===== config.mk =====
export PLATFORM = sky130hd
export DESIGN_NAME = tpas_mul
export DESIGN_NICKNAME = d
export VERILOG_FILES = /design/src/rtl/tpas_pkg.sv /design/src/rtl/tpas_mul.sv
export SDC_FILE = /design/constraint.sdc
export NUM_CORES = 1
export LEC_CHECK = 0
export BUFFER_PORTS_ARGS = -buffer_cell sky130_fd_sc_hd__buf_2
export CAP_MARGIN = 40
export CORE_UTILIZATION = 50
export CTS_CLUSTER_DIAMETER = 40
export DETAILED_ROUTE_END_ITERATION = 8
export PLACE_DENSITY = 0.73
export SLEW_MARGIN = 20
export SYNTH_ARGS = -nofsm -noshare
export SYNTH_HDL_FRONTEND = slang
export SYNTH_SLANG_ARGS = --single-unit

===== constraint.sdc =====
create_clock -name clk -period 5.7 [get_ports clk]
set_clock_uncertainty 0.1 [all_clocks]
set_input_delay 0.57 -clock clk [delete_from_list [all_inputs] [get_ports clk]]
set_output_delay 0.57 -clock clk [all_outputs]
set_load 0.05 [all_outputs]

===== src/rtl/tpas_pkg.sv =====
package tpas_pkg;

    localparam int IN_W        = 24;
    localparam int DIFF_W      = 25;
    localparam int PROD_W      = 77;
    localparam int DET_W       = 52;
    localparam int SA_W        = 50;
    localparam int NUM_MAG_W   = 76;
    localparam int DEN_W       = 51;
    localparam int QUO_W       = 41;
    localparam int QR_W        = 42;
    localparam int CENT_W      = 42;
    localparam int NIDX_W      = 7;
    localparam int MA_W        = 60;
    localparam int MB_W        = 31;
    localparam int MP_W        = 91;
    localparam int MIDX_W      = 5;
    localparam int CW          = 60;
    localparam int AW          = 36;
    localparam int ATAN_N      = 24;
    localparam int IT_W        = 5;
    localparam int CNT_W       = 7;
    localparam int MAX_RESULTS = 64;
    localparam int FRAC_SH     = 16;
    localparam int OFF_W       = 41;
    localparam int SUM_W       = 62;

    localparam int PPS_DEF         = 16;
    localparam int CORDIC_ITER_DEF = 16;

    localparam logic signed [AW-1:0] TURN         = AW'(64'sd4294967296);
    localparam logic signed [AW-1:0] HALF_TURN    = AW'(64'sd2147483648);
    localparam logic signed [AW-1:0] QUARTER_TURN = AW'(64'sd1073741824);
    localparam logic [QR_W-1:0]      CENTER_LIMIT = QR_W'(64'd1099511627776);
    localparam logic signed [IN_W-1:0] Q15_MAX    = IN_W'(24'sh7FFFFF);
    localparam logic signed [IN_W-1:0] Q15_MIN    = IN_W'(24'sh800000);

    typedef struct packed {
        logic                 rot;
        logic signed [CW-1:0] x;
        logic signed [CW-1:0] y;
        logic signed [AW-1:0] ang;
    } cordic_req_t;

    typedef struct packed {
        logic signed [CW-1:0] x;
        logic signed [CW-1:0] y;
        logic signed [AW-1:0] ang;
    } cordic_rsp_t;

    typedef struct packed {
        logic [NUM_MAG_W-1:0] num;
        logic [DEN_W-1:0]     den;
        logic [NIDX_W-1:0]    top;
        logic                 round_en;
    } div_req_t;

    typedef struct packed {
        logic [QR_W-1:0] q;
        logic            sat;
    } div_rsp_t;

    // arctan(2^-i) with one turn = 2^32
    function automatic logic signed [AW-1:0] atan_turn(input logic [IT_W-1:0] i);
        logic signed [AW-1:0] v;
        case (i)
            5'd0:    v = AW'(536870912);
            5'd1:    v = AW'(316933406);
            5'd2:    v = AW'(167458907);
            5'd3:    v = AW'(85004756);
            5'd4:    v = AW'(42667331);
            5'd5:    v = AW'(21354465);
            5'd6:    v = AW'(10679838);
            5'd7:    v = AW'(5340245);
            5'd8:    v = AW'(2670163);
            5'd9:    v = AW'(1335087);
            5'd10:   v = AW'(667544);
            5'd11:   v = AW'(333772);
            5'd12:   v = AW'(166886);
            5'd13:   v = AW'(83443);
            5'd14:   v = AW'(41722);
            5'd15:   v = AW'(20861);
            5'd16:   v = AW'(10430);
            5'd17:   v = AW'(5215);
            5'd18:   v = AW'(2608);
            5'd19:   v = AW'(1304);
            5'd20:   v = AW'(652);
            5'd21:   v = AW'(326);
            5'd22:   v = AW'(163);
            5'd23:   v = AW'(81);
            default: v = '0;
        endcase
        return v;
    endfunction

endpackage


===== src/rtl/tpas_mul.sv =====
module tpas_mul
    import tpas_pkg::*;
(
    input  logic                   clk,
    input  logic                   rst_n,
    input  logic                   start,
    input  logic signed [MA_W-1:0] a,
    input  logic signed [MB_W-1:0] b,
    output logic                   done,
    output logic signed [MP_W-1:0] p
);

    logic                   busy_reg;
    logic                   done_reg;
    logic [MIDX_W-1:0]      idx_reg;
    logic signed [MP_W-1:0] acc_reg;
    logic signed [MP_W-1:0] ash_reg;
    logic [MB_W-1:0]        b_reg;
    logic                   last_c;
    logic signed [MP_W-1:0] addend_c;

    assign last_c = (idx_reg == MIDX_W'(MB_W - 1));

    // the top bit of b carries negative weight
    always_comb
    begin
        addend_c = '0;
        if (b_reg[0])
        begin
            addend_c = last_c ? -ash_reg : ash_reg;
        end
    end

    always_ff @(posedge clk or negedge rst_n)
    begin
        if (!rst_n)
        begin
            busy_reg <= 1'b0;
            done_reg <= 1'b0;
            idx_reg  <= '0;
        end
        else
        begin
            done_reg <= 1'b0;
            if (start)
            begin
                busy_reg <= 1'b1;
                idx_reg  <= '0;
            end
            else if (busy_reg)
            begin
                idx_reg <= idx_reg + 1'b1;
                if (last_c)
                begin
                    busy_reg <= 1'b0;
                    done_reg <= 1'b1;
                end
            end
        end
    end

    always_ff @(posedge clk)
    begin
        if (start)
        begin
            acc_reg <= '0;
            ash_reg <= MP_W'(a);
            b_reg   <= b;
        end
        else if (busy_reg)
        begin
            acc_reg <= acc_reg + addend_c;
            ash_reg <= ash_reg <<< 1;
            b_reg   <= b_reg >> 1;
        end
    end

    assign done = done_reg;
    assign p    = acc_reg;

endmodule


Yosys cells after proc, flatten, opt, wreduce, memory -nomap -nowiden

Index checks and enable logic that the tools add are counted.

Eq/ne operators: 1
Add/sub/neg operators: 3
Reduce and logical (&&, ||, !) cells: 1
Multiplexer cells: 14

Operator list:

| kind                | count |
|---|---|
| $mux 91             | 4 |
| $add 91x91->91      | 1 |
| $neg 91->91         | 1 |
| $mux 31             | 2 |
| $mux 5              | 2 |
| $mux 1              | 6 |
| $add 5x1->5 const B | 1 |
| $eq 5x5->1 const B  | 1 |
| $reduce_bool 2->1   | 1 |

Flip-flop bits (word level): 220

Longest topological paths before layout

Gate-level depths: netlist of run 1.

Depth in word-level cells: 4
Gate-level depth with buffers: 22

Least setup slack after synthesis of run 1

No wires, ideal clock.

Path type: flip-flop to flip-flop
Start point: reg ash_reg[20]
End point: reg acc_reg[90] (netlist: p[90])
Buffers on the path: 1
Cell stages (with the launch flop): 22
Arrival: 5.195 ns
Slack: 0.281 ns
Library setup time: 0.123 ns
Required time: 5.477 ns
Cells stage by stage: edfxtp_1 > or4_4 > nor4_4 > nand4_2 > nand2b_1 > or3_1 > o21a_2 > a21oi_1 > xor2_1 > nor2_1 > ha_1 > clkbuf_1 > nand2_1 > nor4_1 > nand3_1 > o32ai_1 > a21oi_1 > nand3_1 > a21boi_0 > o31ai_1 > mux2i_1 > mux2_1

Cells in the longest elaborated chain, start to end: 4

Ends and longest elaborated chain:

| item                     | RTL line       | text |
|---|---|---|
| start: declaration       | tpas_mul.sv:17 | `logic signed [MP_W-1:0] ash_reg;` |
| start signal: assignment | tpas_mul.sv:67 | `ash_reg <= MP_W'(a);` |
| start signal: assignment | tpas_mul.sv:73 | `ash_reg <= ash_reg <<< 1;` |
| $neg 91->91              | tpas_mul.sv:30 | `addend_c = last_c ? -ash_reg : ash_reg;` |
| $mux 91 (*)              | tpas_mul.sv:30 |  |
| $mux 91 (*)              | tpas_mul.sv:28 | `if (b_reg[0])` |
| $add 91x91->91 (*)       | tpas_mul.sv:72 | `acc_reg <= acc_reg + addend_c;` |
| end signal: assignment   | tpas_mul.sv:72 |  |
| end: declaration         | tpas_mul.sv:16 | `logic signed [MP_W-1:0] acc_reg;` |

Every way passes the cells marked *; elsewhere a longest branch is shown, timed or not.
A chain may end at the register's enable or synchronous reset.

Worst setup path in the final report of run 1

Start point: reg ash_reg[22]
End point: reg acc_reg[85] (netlist: p[85])

The elaborated chain is that of the path after synthesis.

==> flow_summary.toml, run 1 <==
[synth]
synth_cell_types = 88
ys_top_cells_by_area = "edfxtp_1 22%, dfxtp_1 11%, ha_1 7.0%, mux2_2 5.8%, a21oi_1 4.9%"
syn_area_um2 = 16700
ys_seq_area_frac = 0.339
synth_area_per_cell_um2 = 8.63
synth_seq_cells = 220
async_flop_share = 0.0318
synth_ff_type = "edfxtp_1"
yosys.area.top_type = "edfxtp_1"
synth_edf_count = 122
yosysMostFrequentCell = "nor2_1"
yosys.area.top_type_share = 0.220
yosys_warnings = 0
synth_nets = 2122
synth_cells = 1934
ys_top_cells_by_count = "215 x nor2_1, 162 x a21oi_1, 162 x o21ai_0"

[route]
drc = 0
vias = 15800
ant_nets = 0
routed_wl_um = 52000
firstDrtPassIters = 5
vias_per_cell = 6.05
wl_per_cell_um = 19.9
drtIter0Drc = 1688

[timing]
finalHoldViolCount = 0
slew_headroom = 0.447
layout_setup_ws_ns = 0.0740
worst_pin_slew_ns = 0.830
finalMaxSlewViolations = 0
timing.final.crit_share = 0.987
setup_viol = 0
whs_ns = 0.202
post-route-min-period_ns = 5.63
clock.fmax_mhz = 178
rsz0062_at_grt = "true"

[critical_path]
crit_type = "register to register"
cp.arrival_ns = 6.01
endpoint_kind = "register"
r2r-start = "ash_reg[22]$_DFFE_PP_"
startpoint_type = "register"
r2r_slack_ns = 0.07
crit_fanout = 6
rr_endpoint = "p[85]$_SDFFE_PP0P_"
required_ns = 6.08
reg2reg_depth = 20

[global_route]
grt_antenna_before_repair = 4
grt_max_degree = 104
grt_pass1_vias = 14700
grt_usage = 0.303
grt_pass1_wl_um = 80700
grt_overflow = 0

[place]
port_buffers = 185
gp_congestion = 0.988
place_ws_ns = -0.0170
place_inst = 2532
hpwl_um = 39600

[power]
comb_power_share = 0.409
irDropWorstVdd_v = 0.000272
powerDensity_nw_per_um2 = 393
power.net_switching_mw = 3.32
finalPower_mw = 7.86
swShare = 0.422
p_leak_nw = 8.52
internal_power_mw = 4.54
clkPwrFrac = 0.299
p_seq_frac = 0.293

[run_status]
status = "finished, final reports clean"

[floorplanning]
coreArea_um2 = 32700
design.die.area_um2 = 34100
io_pins = 186
start_util = 0.510
die_width_um = 185
dieHeight_um = 185
rows = 66

[clock_tree]
cts_root_buffer = "clkbuf_16"
tritoncts = "built"
path_clk_slew_ns = 0.06
clock_path_buffers = 3
numCtsBuffers = 40
clock_latency_ns = 0.57
h-tree-depth = 2
cts_sinks = 220

[min_path]
holdPathEnd = "b_reg[30]$_SDFFCE_PN0P_"
hold_depth = 2
min_from = "b[30]"
hp-class = "primary input to register"

[final_layout]
area_growth_pct = 19.9
final_layout_size_suffix_gt1_frac = 0.227
stdcell_count = 2613
final_nets = 2324

[run]
maxCapViolations = 0
## cells by family after synthesis
logic type                 Yosys count  synth area share
muxes                              132            0.0857
AOI/OAI and AO/OA                  539             0.199
DFF                                220             0.339
adders and majority gates           94            0.0709
xor gates and xnor gates           158            0.0834
and+or+nand+nor                    619             0.182
buffers and inverters              172            0.0399
## worst max path at each step
| stage | startpoint | endpoint | slack, ns | depth (start not counted) |
|---|---|---|---|---|
| detailed placement | ash_reg[36]$_DFFE_PP_ | p[90]$_SDFFE_PP0P_ | -0.02 | 17 |
| global placement | ash_reg[22]$_DFFE_PP_ | p[77]$_SDFFE_PP0P_ | -0.008 | 21 |
| floorplan | ash_reg[20]$_DFFE_PP_ | p[90]$_SDFFE_PP0P_ | 0.28 | 21 |
| global route | ash_reg[22]$_DFFE_PP_ | p[85]$_SDFFE_PP0P_ | -0.15 | 20 |
| finish | ash_reg[22]$_DFFE_PP_ | p[85]$_SDFFE_PP0P_ | 0.07 | 20 |
| CTS | ash_reg[4]$_DFFE_PP_ | p[85]$_SDFFE_PP0P_ | 0.05 | 20 |
## stage by stage
stage / area [µm²] / TNS, ns / utilization
2_1_floorplan: 16700 / 0 / -
3_3_place_gp: 18300 / -0.00832 / 0.561
3_5_place_dp: 18300 / -0.0170 / 0.561
4_1_cts: 19700 / 0 / 0.603
5_1_grt: 20000 / -0.482 / 0.612
6_report: 20000 / 0 / 0.612
## power by group through the flow
stage / registers, mW / clock network [mW] / logic [mW]
after floorplan: 2.88 / 0 / 1.65
after global routing: 2.33 / 2.46 / 3.45
after global placement: 2.30 / 0 / 3.05
final: 2.30 / 2.35 / 3.21
after detailed placement: 2.31 / 0 / 3.08
after CTS: 2.28 / 2.39 / 3.10
## per-layer routing
layer	share of wire	vias up	global-route usage
met3	0.083	106	0.0492
met1	0.46	7495	0.444
met5	0.00015	-	0
met4	0.029	2	0.108
met2	0.43	677	0.446
li1	-	7530	-
## worst max-delay path, cell delays in order, from the launching register on
cell	delay (ns)
edfxtp_1	0.39
or4_4	0.59
nor4_4	0.36
nand4_4	0.16
or3_1	0.40
nor2_4	0.13
nand2_2	0.12
o31ai_2	0.21
xor2_1	0.21
nor2_1	0.11
ha_1	0.37
nand4_2	0.12
or4_4	0.55
nand2b_1	0.17
a311oi_2	0.19
a221o_1	0.24
o21ai_2	0.09
a21boi_2	0.21
nor2_2	0.08
or4_1	0.50
a311oi_2	0.24
## layout make-up
type / instances / area (µm²)
tap: 442 / 553
antenna: 3 / 7.51
fill: 2891 / 12700
multi-input combinational: 1542 / 10600
clock buffer: 48 / 1080
inverter: 68 / 258
sequential: 220 / 5660
timing repair buffer: 264 / 1570
clock inverter: 26 / 258
## cell usage in the layout (no fill, tap or decap), drive strengths merged, types with 67 or more instances in the layout
master	instances
nand2	145
buf	263
ha	93
nor2	217
o21ai	170
mux2	87
xor2	67
xnor2	91
dfxtp	91
a21oi	164
edfxtp	122
inv	75
## repair_timing
| action | in CTS | in global routing |
|---|---|---|
| buffers inserted | 0 | 1 |
| pin swaps | 1 | 9 |
| setup endpoints to repair | 2 | 18 |
| hold endpoints to repair | 7 | 0 |
| resized for setup | 2 | 48 |
| hold buffers | 1 | 0 |
(Power assumes the default switching activity.)
==> run 2, diff against run 1 <==
BUFFER_PORTS_ARGS = default   (was -buffer_cell sky130_fd_sc_hd__buf_2)
CORE_UTILIZATION = 30   (was 50)
DONT_BUFFER_PORTS = 1   (was default)
PLACE_DENSITY = 0.46   (was 0.73)
==> flow_summary.toml, run 2 (synthesis results as in run 1) <==
[critical_path]
cp.arrival_ns = 5.95
crit_fanout = 4
crit_chain = "or4_4 -> nor4_4 -> buf_4 -> nand4_4 -> buf_6 -> or3_4 -> o41ai_4 -> xor2_1 -> nor2_1 -> ha_1 -> nand4_1 -> or4_4 -> nand2b_4 -> a311oi_2 -> a221o_1 -> o21ai_2 -> a21boi_2 -> nor2_4 -> or4_1 -> a311oi_1"
worst_path_largest_cell_delay_ns = 0.57
cpMostUsedCell = "or4_4"
startpoint_type = "register"
endpoint_kind = "register"
slowest_stage = "or4_4"
crit_type = "register to register"
required_ns = 6.08
reg2reg_depth = 20

[power]
swShare = 0.410
power.net_switching_mw = 3.44
clkPwrFrac = 0.353
finalPower_mw = 8.39
comb_power_share = 0.288
p_seq_frac = 0.359
internal_power_mw = 4.95
p_leak_nw = 8.33
powerDensity_nw_per_um2 = 407
irDropWorstVdd_v = 0.000268

[final_layout]
stdcell_count = 2843
final_common_cell = "nor2_1"
final_nets = 2235
final_cell_mix = "209 x nor2_1, 159 x o21ai_0, 156 x a21oi_1"
fin_util = 0.375
stdcell_area_um2 = 20600
area_growth_pct = 23.6
final_layout_size_suffix_gt1_frac = 0.203

[global_route]
grt_pass1_vias = 14700
grt_max_degree = 142
grt_usage = 0.208
grt_pass1_wl_um = 90000
grt_antenna_before_repair = 13
grt_overflow = 0

[route]
drtIter0Drc = 1191
firstDrtPassIters = 5
vias_per_cell = 5.31
vias = 15100
drc = 0
ant_nets = 0
wl_per_cell_um = 21.0
routed_wl_um = 59600

[clock_tree]
path_clk_slew_ns = 0.05
cts_sinks = 220
tritoncts = "built"
numCtsBuffers = 51
clock_path_buffers = 3
cts_root_buffer = "clkbuf_16"
clock_latency_ns = 0.59
h-tree-depth = 2

[place]
post_dp_cell_area_um2 = 18400
place_inst = 2729
port_buffers = 0
gp_congestion = 0.953
place_ws_ns = -0.196
hpwl_um = 45300

[timing]
finalHoldViolCount = 0
fin_tns_setup_ns = 0
timing.final.crit_share = 0.976
post-route-min-period_ns = 5.56
worst_pin_slew_ns = 0.755
rsz0062_at_grt = "true"
finalMaxSlewViolations = 0
setup_viol = 0
slew_headroom = 0.491
clock.fmax_mhz = 180
layout_setup_ws_ns = 0.135
whs_ns = 0.0895

[floorplanning]
rows = 86
io_pins = 186
coreArea_um2 = 55000
start_util = 0.303
design.die.area_um2 = 56600
die_width_um = 238
dieHeight_um = 238

[min_path]
hold_depth = 1
hp-class = "primary input to register"

[run]
maxCapViolations = 0

[run_status]
status = "finished, final reports clean"
[run 2: cell count changes in the layout (fill, tap and decap cells not counted), sizes merged]
cell and delta:
buf -102, clkbuf +15, clkinvlp +5, diode +3, bufinv +2, clkinv -2, dlygate4sd3 +2, inv +1
[run 2: worst paths after layout]
path | slack, ns | end | from
worst max-delay path | 0.14 | p[85]$_SDFFE_PP0P_ | ash_reg[19]$_DFFE_PP_
worst min-delay path | 0.09 | ash_reg[0]$_SDFFCE_PN0P_ | a[0]
worst max register to register | 0.14 | p[85]$_SDFFE_PP0P_ | ash_reg[19]$_DFFE_PP_
worst min register to register | 0.45 | b_reg[0]$_DFFE_PP_ | b_reg[1]$_DFFE_PP_
max in group asynchronous | 4.87 | busy_reg$_DFF_PN0_ | rst_n
min in group asynchronous | 0.28 | busy_reg$_DFF_PN0_ | rst_n
[run 2: repair_timing]
| item | in CTS | in global routing |
|---|---|---|
| gates resized for setup | 8 | 58 |
| endpoints found under the setup margin | 8 | 27 |
| cloned | 0 | 0 |
| hold buffers | 4 | 0 |
| endpoints found under the hold margin | 49 | 0 |
| buffers inserted | 2 | 7 |
| pin swaps | 4 | 26 |
[run 2: routing by layer]
metal  vias up  wire (µm)  track usage
li1       7364          -            -
met2       437      26200        0.320
met3        88       3630       0.0453
met4         8       1450       0.0633
met5         -         64            0
met1      7200      28300        0.288
[run 2: layout make-up]
type / count / area (µm²)
multi-input cells: 1542 / 10700
clock inverters: 32 / 333
flip-flops and latches: 220 / 5660
fillers: 5667 / 34400
well taps: 748 / 936
inverters: 68 / 258
diodes: 6 / 15.0
clock buffers: 63 / 1410
repair buffers: 164 / 1320
[run 2: worst max-delay path: cells and delay by family, from the launching register on]
kind	cells	cell delay, ns
buffers and inverters	2	0.36
XOR/XNOR	1	0.20
flip-flops	1	0.39
adder cells (fa/ha/maj)	1	0.35
AND/OR/NAND/NOR	10	2.71
AO/OA/AOI/OAI	6	1.34
[run 2: power groups by stage]
stage	Clock, mW	Sequential [mW]	Combinational (mW)
floorplan	0	2.88	1.65
global placement	0	3.05	2.31
detailed placement	0	3.05	2.30
CTS	3.04	3.02	2.34
global route	3.11	3.05	2.66
finish	2.96	3.01	2.41
